$ cat src/rtl/keyword_token_lexer_unit_defines.svh
// Assertion macros shared by the lexer RTL.
`ifndef KEYWORD_TOKEN_LEXER_UNIT_DEFINES_SVH
`define KEYWORD_TOKEN_LEXER_UNIT_DEFINES_SVH

// Check a property on every clock edge outside reset.
`define KTL_ASSERT(label, prop, msg) \
    label: assert property (@(posedge aclk) disable iff (!aresetn) (prop)) else $error(msg);

// Check a property during reset too.
`define KTL_ASSERT_ALWAYS(label, prop, msg) \
    label: assert property (@(posedge aclk) (prop)) else $error(msg);

`endif

$ cat src/rtl/ktl_pkg.sv
// Package for the keyword token lexer: types, codes and keyword table.
package ktl_pkg;

    localparam int MaxTokenLen  = 255;
    localparam int KeywordCount = 25;
    localparam int KwMaxLen     = 12;

    typedef enum logic [2:0] {
        MODE_IDLE    = 3'd0,
        MODE_IDENT   = 3'd1,
        MODE_NUMBER  = 3'd2,
        MODE_STRING  = 3'd3,
        MODE_BANG    = 3'd4,
        MODE_COMMENT = 3'd5,
        MODE_HALTED  = 3'd6
    } scan_mode_t;

    localparam logic [5:0] KIND_IDENT    = 6'd0;
    localparam logic [5:0] KIND_INT      = 6'd1;
    localparam logic [5:0] KIND_FLOAT    = 6'd2;
    localparam logic [5:0] KIND_STRING   = 6'd3;
    localparam logic [5:0] KIND_UNKNOWN  = 6'd4;
    localparam logic [5:0] KIND_KEYWORD0 = 6'd5;
    localparam logic [5:0] KIND_DELIM0   = 6'd30;
    localparam logic [5:0] KIND_END      = 6'd38;
    localparam logic [5:0] KIND_ERROR    = 6'd39;

    typedef struct packed {
        logic [7:0] char_code;
        logic       end_of_input;
    } in_item_t;

    typedef struct packed {
        logic [5:0]  token_kind;
        logic [31:0] start_offset;
        logic [7:0]  token_length;
        logic [31:0] line_number;
        logic        last_of_run;
    } out_item_t;

    typedef struct packed {
        logic      valid;
        out_item_t item;
    } res_slot_t;

    typedef logic [KeywordCount-1:0] kw_mask_t;

    function automatic logic [7:0] kw_char(input int k, input int i);
        string s;
        case (k)
            0: s = "basla";        1: s = "bitir";       2: s = "eger";
            3: s = "yoksa";        4: s = "yap";         5: s = "cik";
            6: s = "tekrarla";     7: s = "degiskenler"; 8: s = "tersi";
            9: s = "esitle";       10: s = "cikar";      11: s = "carp";
            12: s = "bol";         13: s = "topla";      14: s = "esitse";
            15: s = "kucukse";     16: s = "buyukse";    17: s = "buyukesitse";
            18: s = "kucukesitse"; 19: s = "sayi";       20: s = "ondalik";
            21: s = "karakter";    22: s = "ikili";      23: s = "dogru";
            default: s = "yanlis";
        endcase
        kw_char = (i < s.len()) ? s[i] : 8'h00;
    endfunction

    function automatic logic [3:0] kw_len(input int k);
        case (k)
            0, 1, 3, 8, 10, 13, 22, 23: kw_len = 4'd5;
            2, 11, 19:                  kw_len = 4'd4;
            4, 5, 12:                   kw_len = 4'd3;
            6, 21:                      kw_len = 4'd8;
            7, 17, 18:                  kw_len = 4'd11;
            9, 14, 24:                  kw_len = 4'd6;
            default:                    kw_len = 4'd7;
        endcase
    endfunction

endpackage

$ cat src/rtl/ktl_out_queue.sv
// Four-entry result queue between the scanner and the result channel.
module ktl_out_queue (
    input  logic                aclk,
    input  logic                aresetn,
    input  logic                push,
    input  ktl_pkg::res_slot_t  push_a,
    input  ktl_pkg::res_slot_t  push_b,
    output logic                can_push,
    output logic                m_valid,
    input  logic                m_ready,
    output ktl_pkg::out_item_t  m_item
);
    import ktl_pkg::*;

    out_item_t  ent_reg [4];
    logic [1:0] rd_reg, wr_reg;
    logic [2:0] cnt_reg;
    logic [2:0] cnt_next;
    logic       pop;
    logic [1:0] npush;

    assign m_valid  = cnt_reg != 3'd0;
    assign m_item   = ent_reg[rd_reg];
    assign pop      = m_valid && m_ready;
    assign can_push = cnt_reg <= 3'd2;
    assign npush    = push ? 2'(push_a.valid) + 2'(push_b.valid) : 2'd0;
    assign cnt_next = cnt_reg + 3'(npush) - 3'(pop);

    always_ff @(posedge aclk) begin
        if (!aresetn) begin
            rd_reg  <= 2'd0;
            wr_reg  <= 2'd0;
            cnt_reg <= 3'd0;
        end else begin
            cnt_reg <= cnt_next;
            wr_reg  <= wr_reg + npush;
            if (pop) rd_reg <= rd_reg + 2'd1;
        end
        if (push && push_a.valid) begin
            ent_reg[wr_reg] <= push_a.item;
            if (push_b.valid) ent_reg[wr_reg + 2'd1] <= push_b.item;
        end else if (push && push_b.valid) begin
            ent_reg[wr_reg] <= push_b.item;
        end
    end

    `include "keyword_token_lexer_unit_defines.svh"
    `KTL_ASSERT(a_cnt_bound, cnt_reg <= 3'd4, "queue overflow")
    `KTL_ASSERT(a_no_push_full, push |-> can_push, "push while full")
    `KTL_ASSERT(a_cnt_track, 1 |=> cnt_reg == $past(cnt_next), "count slip")

endmodule

$ cat config.mk
export PLATFORM = sky130hd
export DESIGN_NAME = ktl_out_queue
export DESIGN_NICKNAME = d
export VERILOG_FILES = /design/src/rtl/ktl_pkg.sv /design/src/rtl/ktl_out_queue.sv
export VERILOG_INCLUDE_DIRS = /design/src /design/src/rtl
export SDC_FILE = /design/constraint.sdc
export NUM_CORES = 1
export LEC_CHECK = 0
export BUFFER_PORTS_ARGS = -buffer_cell sky130_fd_sc_hd__buf_2
export CORE_UTILIZATION = 52
export CTS_CLUSTER_DIAMETER = 80
export DETAILED_ROUTE_END_ITERATION = 7
export GPL_TIMING_DRIVEN = 0
export PLACE_DENSITY = 0.73
export SYNTH_ARGS = -nofsm -noshare
export SYNTH_HDL_FRONTEND = slang
export SYNTH_SLANG_ARGS = --single-unit
export TNS_END_PERCENT = 100
$ cat constraint.sdc
create_clock -name aclk -period 4.2 [get_ports aclk]
set_clock_uncertainty 0.05 [all_clocks]
set_input_delay 0.21 -clock aclk [delete_from_list [all_inputs] [get_ports aclk]]
set_output_delay 0.21 -clock aclk [all_outputs]
set_load 0.02 [all_outputs]
==> flow_metrics.env, run 1 <==
export IMPL_routed_wl_mm=38.3
export IMPL_rsz0062_at_grt="false"
export IMPL_drv_cap=0
export IMPL_hold_viol=0
export IMPL_cp_arrival_ns=3.07
export IMPL_initial_core_util=0.529
export IMPL_antenna_found_initial=2
export IMPL_final_cell_area_mm2=0.0211
export IMPL_numCtsBuffers=37
export IMPL_start_kind="register"
export IMPL_worstPathMaxFanout=10
export IMPL_wl_per_cell_um=21.7
export IMPL_setup_viol=0
export IMPL_grt_first_pass_wirelength_mm=58.6
export IMPL_r2r_setup_slack_ns=1.33
export IMPL_slew_viol_final=0
export IMPL_syn_to_final_growth_pct=34.3
export IMPL_worst_pin_slew_ns=0.822
export IMPL_fin_tns_setup_ns=0
export IMPL_drive_above_1_share=0.520
export IMPL_port_buffers=244
export IMPL_overflow=0
export IMPL_largest_reg_flops=316
export IMPL_place_hpwl_mm=22.2
export IMPL_hold_path_class="input port to register"
export IMPL_worst_hold_slack_ns=0.0244
export IMPL_num_vias=9757
export IMPL_synthDistinctLibCells=35
export IMPL_synth_main_ff_cell="edfxtp_1"
export IMPL_die_y_um=176
export IMPL_grtUsageTotal=0.252
export IMPL_max_slew_margin=0.451
export IMPL_grt_pass1_vias=10700
export IMPL_num_rows=63
export IMPL_clockRootBuffer="clkbuf_16"
export IMPL_ys_async_sr_fraction=0
export IMPL_clock_latency_ns=0.51
export IMPL_critical_path_slowest_cell="dlygate4sd3_1"
export IMPL_seq_area_frac_synth=0.615
export IMPL_die_area_mm2=0.0309
export IMPL_grt_max_degree=52
export IMPL_crit_path_end_kind="register"
export IMPL_ant_nets=0
export IMPL_num_io_pins=245
export IMPL_required_ns=4.41
export IMPL_h_tree_depth=2
export IMPL_crit_chain="buf_2, nand2_1, a21oi_2, buf_4, buf_6, mux2_1, dlygate4sd3_1"
export IMPL_firstDrtPassIters=6
export IMPL_syn_num_nets=995
export IMPL_syn_area_mm2=0.0157
export IMPL_clkSinkCount=325
export IMPL_drt_iter0_drc=746
export IMPL_leakagePower_nw=7.55
export IMPL_crit_type="register to register"
export IMPL_outcome="finished, final reports clean"
export IMPL_nets=1522
export IMPL_clk_pin_slew_ns=0.06
export IMPL_design_core_area_mm2=0.0297
export IMPL_synth_seq_cells=325
export IMPL_cpPeakStageDelay_ns=0.56
export IMPL_die_width_um=176
export IMPL_setup_ws_ns=1.33
export IMPL_powerDensity_mw_per_mm2=448
export IMPL_period_needed_ns=2.87
export IMPL_avgSynthCellArea_um2=19.1
export IMPL_place_area_mm2=0.0176
export IMPL_ys_warnings_count=0
export IMPL_vias_per_cell=5.52
export IMPL_clockBufferDepth=3
export IMPL_cts_tree="yes"
export IMPL_drc=0
export IMPL_syn_inst=825
export IMPL_final_core_util=0.711
export IMPL_synth_edf_count=316
export IMPL_routabilityCongestion=0.784
export IMPL_place_ws_ns=1.55
export IMPL_finalCritPeriodShare=0.682
export IMPL_max_freq_ghz=0.349
export IMPL_irDropWorstVdd_uv=368
[cell usage in the layout, fill, tap and decap left out, types with 3 or more instances in the layout]
| master | netlist | layout |
|---|---|---|
| buf_16 | 0 | 3 |
| xnor2_1 | 4 | 4 |
| clkinv_2 | 0 | 4 |
| ha_1 | 5 | 5 |
| mux2_2 | 282 | 282 |
| buf_6 | 6 | 6 |
| and2_1 | 7 | 6 |
| mux4_2 | 79 | 79 |
| clkbuf_16 | 0 | 37 |
| dfxtp_1 | 9 | 9 |
| dlygate4sd3_1 | 0 | 236 |
| buf_4 | 15 | 15 |
| clkinv_1 | 0 | 4 |
| clkbuf_1 | 6 | 18 |
| inv_1 | 5 | 5 |
| clkbuf_8 | 0 | 4 |
| nand2_1 | 3 | 3 |
| mux2_1 | 34 | 34 |
| buf_2 | 25 | 269 |
| buf_12 | 0 | 5 |
| nor2b_1 | 3 | 3 |
| edfxtp_1 | 316 | 316 |
[cells in the mapped netlist (2+ instances only)]
master	number	area share
a21oi_4	2	0.0021
and2_1	7	0.0028
buf_2	25	0.0080
buf_4	15	0.0072
buf_6	6	0.0043
clkbuf_1	6	0.0014
dfxtp_1	9	0.011
edfxtp_1	316	0.60
ha_1	5	0.0040
inv_1	5	0.0012
mux2_1	34	0.024
mux2_2	282	0.20
mux4_2	79	0.11
nand2_1	3	0.00072
nand2b_1	2	0.00080
nor2_1	4	0.00095
nor2b_1	3	0.0012
xnor2_1	4	0.0022
xor2_1	2	0.0011
[timing repair]
item	CTS	global route
hold endpoints to repair	313	0
buffers inserted	0	0
resized for setup	0	0
hold buffers	236	0
[path summary, 6_finish.rpt]
check | from | endpoint | cells past startpoint
setup / recovery | wr_reg[1] | ent_reg[0][77] | 7
hold / removal | push_b[31] | ent_reg[1][31] | 2
setup reg to reg | wr_reg[1] | ent_reg[0][77] | 7
hold reg to reg | wr_reg[0] | wr_reg[0] | 2
[layout make-up]
cell class	count	area [um^2]
Fill cell	1963	8600
Clock buffer	53	1030
Antenna cell	2	5.00
Multi-Input combinational cell	442	5730
Sequential cell	325	9670
Buffer	53	332
Inverter	5	18.8
Tap cell	390	488
Clock inverter	11	82.6
Timing Repair Buffer	488	3770
[cell families (layout without fill, tap and decap cells)]
| kind of cell | after synthesis | count (layout) | share of synthesized area |
|---|---|---|---|
| flops | 325 | 325 | 0.615 |
| mux | 395 | 395 | 0.339 |
| simple gates | 25 | 25 | 0.00891 |
| fa+ha+maj | 7 | 7 | 0.00589 |
| compound gates | 9 | 9 | 0.00533 |
| buf+inv | 58 | 610 | 0.0223 |
| other cells | 0 | 2 | 0 |
| xor+xnor | 6 | 6 | 0.00334 |
[power breakdown]
group	switching [W]	leakage [nW]	total, W	internal (W)
registers	0.0000530	2.98	0.00385	0.00380
clock network	0.00124	0.545	0.00300	0.00176
logic	0.00136	4.03	0.00262	0.00126
[per-stage QoR]
| stage | power [W] | instances |
|---|---|---|
| floorplan | 0.00557 | 825 |
| global placement | 0.00630 | 1459 |
| detailed placement | 0.00633 | 1467 |
| CTS | 0.00952 | 1767 |
| global route | 0.00982 | 1769 |
| finish | 0.00947 | 1769 |
[critical path, delay by kind of cell (launching register included)]
family          cells  cell delay, ns
compound gates      1            0.51
buf+inv             4            1.30
flops               1            0.30
mux                 1            0.33
simple gates        1            0.10
[metal layers]
layer  global-route usage  routed length, um
met5                    0                  0
met4               0.0703                819
met3               0.0444               2170
met2                0.442              19500
met1                0.320              15900
Note: power is estimated with default switching activity, not from simulation.
==> run 2, diff against run 1 <==
Settings changed: ABC_AREA set to 1, CORE_UTILIZATION 52 to 53.
Clock period 4.2 ns to 2.6 ns, I/O delays scaled along.
==> run 2 against run 1 <==
  * The run now ends with hold timing, setup timing left
  * Combinational power up 91%
  * Critical path type is now register to primary output
  * Total power up 70%
  * Clock power up 58%
  * Final area up 3.0%
  * Sequential power up 64%
  * Critical path depth down 2
  * Die area up 10%
  * Setup slack worse by 1.4 ns
  * First-iteration DRC count rose to 3.3 times the previous value
  * Register-to-register slack worse by 1.3 ns
  * Global-route usage up 11 points
==> flow_metrics.env, run 2 <==
export IMPL_outcome="finished, violations left"
export IMPL_violations="hold timing, setup timing"
export IMPL_syn_to_final_growth_pct=23.0
export IMPL_numCtsBuffers=36
export IMPL_worst_hold_slack_ns=-0.0000647
export IMPL_cp_arrival_ns=2.47
export IMPL_power_w=0.0161
export IMPL_die_area_mm2=0.0341
export IMPL_initial_core_util=0.541
export IMPL_clk_pin_slew_ns=0.06
export IMPL_max_freq_ghz=0.377
export IMPL_vias_per_cell=6.02
export IMPL_leakagePower_nw=9.68
export IMPL_num_rows=66
export IMPL_grt_first_pass_wirelength_mm=93.5
export IMPL_ys_async_sr_fraction=0
export IMPL_crit_path_end_kind="primary output"
export IMPL_synth_edf_count=316
export IMPL_die_width_um=185
export IMPL_routed_wl_mm=62.9
export IMPL_irDropWorstVdd_uv=584
export IMPL_synth_commonest_cells="899 x nand2_1, 316 x edfxtp_1, 242 x nand3_1"
export IMPL_power_switching_w=0.00576
export IMPL_multi_input_area_mm2=0.00734
export IMPL_overflow=0
export IMPL_setup_viol=2
export IMPL_power_share_clock=0.296
export IMPL_finalCritPeriodShare=1.02
export IMPL_wl_per_cell_um=21.0
export IMPL_cpPeakStageDelay_ns=0.47
export IMPL_worst_pin_slew_ns=0.686
export IMPL_place_area_mm2=0.0196
export IMPL_crit_type="register to primary output"
export IMPL_slew_viol_final=0
export IMPL_cts_tree="yes"
export IMPL_grt_pass1_vias=17100
export IMPL_num_io_pins=245
export IMPL_syn_num_nets=2329
export IMPL_powerDensity_mw_per_mm2=739
export IMPL_nFillCells=2739
export IMPL_yosys_area_top_type="edfxtp_1"
export IMPL_r2r_cells=6
export IMPL_die_y_um=185
export IMPL_antennaDiodeCount=0
export IMPL_crit_chain="buf_4, clkbuf_1, o21ai_0, o22ai_1, buf_2"
export IMPL_largest_reg_flops=316
export IMPL_routabilityCongestion=0.888
export IMPL_drive_above_1_share=0.170
export IMPL_regToRegStartpoint="wr_reg[0]"
export IMPL_antenna_found_initial=0
export IMPL_avgSynthCellArea_um2=8.19
export IMPL_synth_main_ff_cell="edfxtp_1"
export IMPL_netSwitchingFraction=0.358
export IMPL_syn_area_mm2=0.0177
export IMPL_comb_power_share=0.312
export IMPL_grtUsageTotal=0.364
export IMPL_h_tree_depth=2
export IMPL_ant_nets=0
export IMPL_critical_path_slowest_cell="clkbuf_1"
export IMPL_cp_endpoint="m_item[69]"
export IMPL_port_buffers=244
export IMPL_nets=2707
export IMPL_r2r_setup_slack_ns=0.07
export IMPL_hold_viol=1
export IMPL_synth_seq_cells=325
export IMPL_synth_area_leaders="edfxtp_1 54%, nand2_1 19%, nand3_1 6.9%, o21ai_0 4.5%, nor2_1 3.5%"
export IMPL_drv_cap=0
export IMPL_setup_ws_ns=-0.0512
export IMPL_rsz0062_at_grt="false"
export IMPL_clockRootBuffer="clkbuf_16"
export IMPL_layout_common_cells="892 x nand2_1, 316 x edfxtp_1, 315 x buf_2"
export IMPL_place_hpwl_mm=38.8
export IMPL_ys_warnings_count=0
export IMPL_required_ns=2.42
export IMPL_synth_most_common_cell="nand2_1"
export IMPL_seq_area_mm2=0.00967
export IMPL_p_int_w=0.0103
export IMPL_grt_max_degree=57
export IMPL_hold_path_class="input port to register"
export IMPL_drt_iter0_drc=2484
export IMPL_max_slew_margin=0.543
export IMPL_synth_top_cell_area_share=0.537
export IMPL_synthDistinctLibCells=23
export IMPL_num_vias=18100
export IMPL_clockBufferDepth=3
export IMPL_r2r_end="ent_reg[0][22]"
export IMPL_clock_latency_ns=0.52
export IMPL_syn_inst=2159
export IMPL_final_cell_area_mm2=0.0217
export IMPL_seq_power_share=0.393
export IMPL_layout_commonest_cell="nand2_1"
export IMPL_period_needed_ns=2.65
export IMPL_seq_area_frac_synth=0.547
export IMPL_worstPathMaxFanout=10
export IMPL_start_kind="register"
export IMPL_firstDrtPassIters=7
export IMPL_design_core_area_mm2=0.0327
export IMPL_clkSinkCount=325
export IMPL_drc=0
## run 2: changes by cell type after synthesis, moves of 52 or more
cell      previous run  this run
mux4_2              79         0
clkbuf_1             6        91
nand4_1              1        79
nor2_1               4       163
nand2_1              3       899
o22ai_1              0        79
o21ai_0              0       158
mux2_2             282         0
buf_2               25        77
nand3_1              1       242
## run 2: power by group through the flow
stage	Sequential [W]	Clock [W]	Combinational, W
after floorplan	0.00638	0	0.00280
after global placement	0.00643	0	0.00452
after detailed placement	0.00642	0	0.00464
after CTS	0.00631	0.00473	0.00483
after global routing	0.00633	0.00494	0.00534
final	0.00631	0.00475	0.00501
## run 2: logic make-up after synthesis
logic type / Yosys count / synth area share
compound gates: 243 / 0.0745
simple gates: 1390 / 0.326
buf+inv: 195 / 0.0482
fa+ha+maj: 6 / 0.00467
flops: 325 / 0.547
## run 2: what timing repair did
action | 4_1_cts | 5_1_grt
pin swaps | 3 | 3
cloned | 2 | 1
endpoints found under the setup margin | 372 | 227
buffers inserted | 2 | 6
endpoints found under the hold margin | 322 | 0
hold buffers | 83 | 0
resized for setup | 35 | 26
## run 2: worst min path at each step
stage / start / end / slack (ns) / cells after the start
2_1_floorplan: aresetn / cnt_reg[0] / 0.17 / 2
4_1_cts: push_a[31] / ent_reg[0][31] / 0.00009 / 5
3_5_place_dp: aresetn / cnt_reg[0] / 0.34 / 3
5_1_grt: push_a[31] / ent_reg[2][31] / 0.02 / 5
3_3_place_gp: aresetn / wr_reg[0] / 0.33 / 3
6_report: push_a[31] / ent_reg[0][31] / -0.00006 / 5
## run 2: area by class of cell
| cell class | count | area share |
|---|---|---|
| tap | 442 | 0.0254 |
| inverter | 19 | 0.00351 |
| multi-input combinational | 1642 | 0.337 |
| clock inverter | 15 | 0.00334 |
| buffer | 174 | 0.0379 |
| sequential | 325 | 0.445 |
| clock buffer | 46 | 0.0455 |
| timing repair buffer | 339 | 0.102 |
## run 2: stage by stage
step                      setup slack, ns  TNS (ns)  instances   util
after floorplan                    0.0420         0       2159      -
after global placement              -1.54   -454.68       2845  0.595
after detailed placement           -0.633   -129.29       2849  0.599
after CTS                         0.00415         0       2995  0.661
after global routing              0.00143         0       3002  0.665
final                             -0.0512   -0.0564       3002  0.665
## run 2: routing by layer
metal	part of all wire	wire (um)	track usage
met1	0.37	23300	0.478
met2	0.46	29000	0.584
met3	0.13	8050	0.0701
met4	0.041	2570	0.165
met5	0	0	0
## run 2: worst max-delay path: cells and delay by family, from the launching register on
kind	cells	cell delay, ns
AOI/OAI and AO/OA	2	0.54
buffers and inverters	3	0.98
DFF	1	0.44
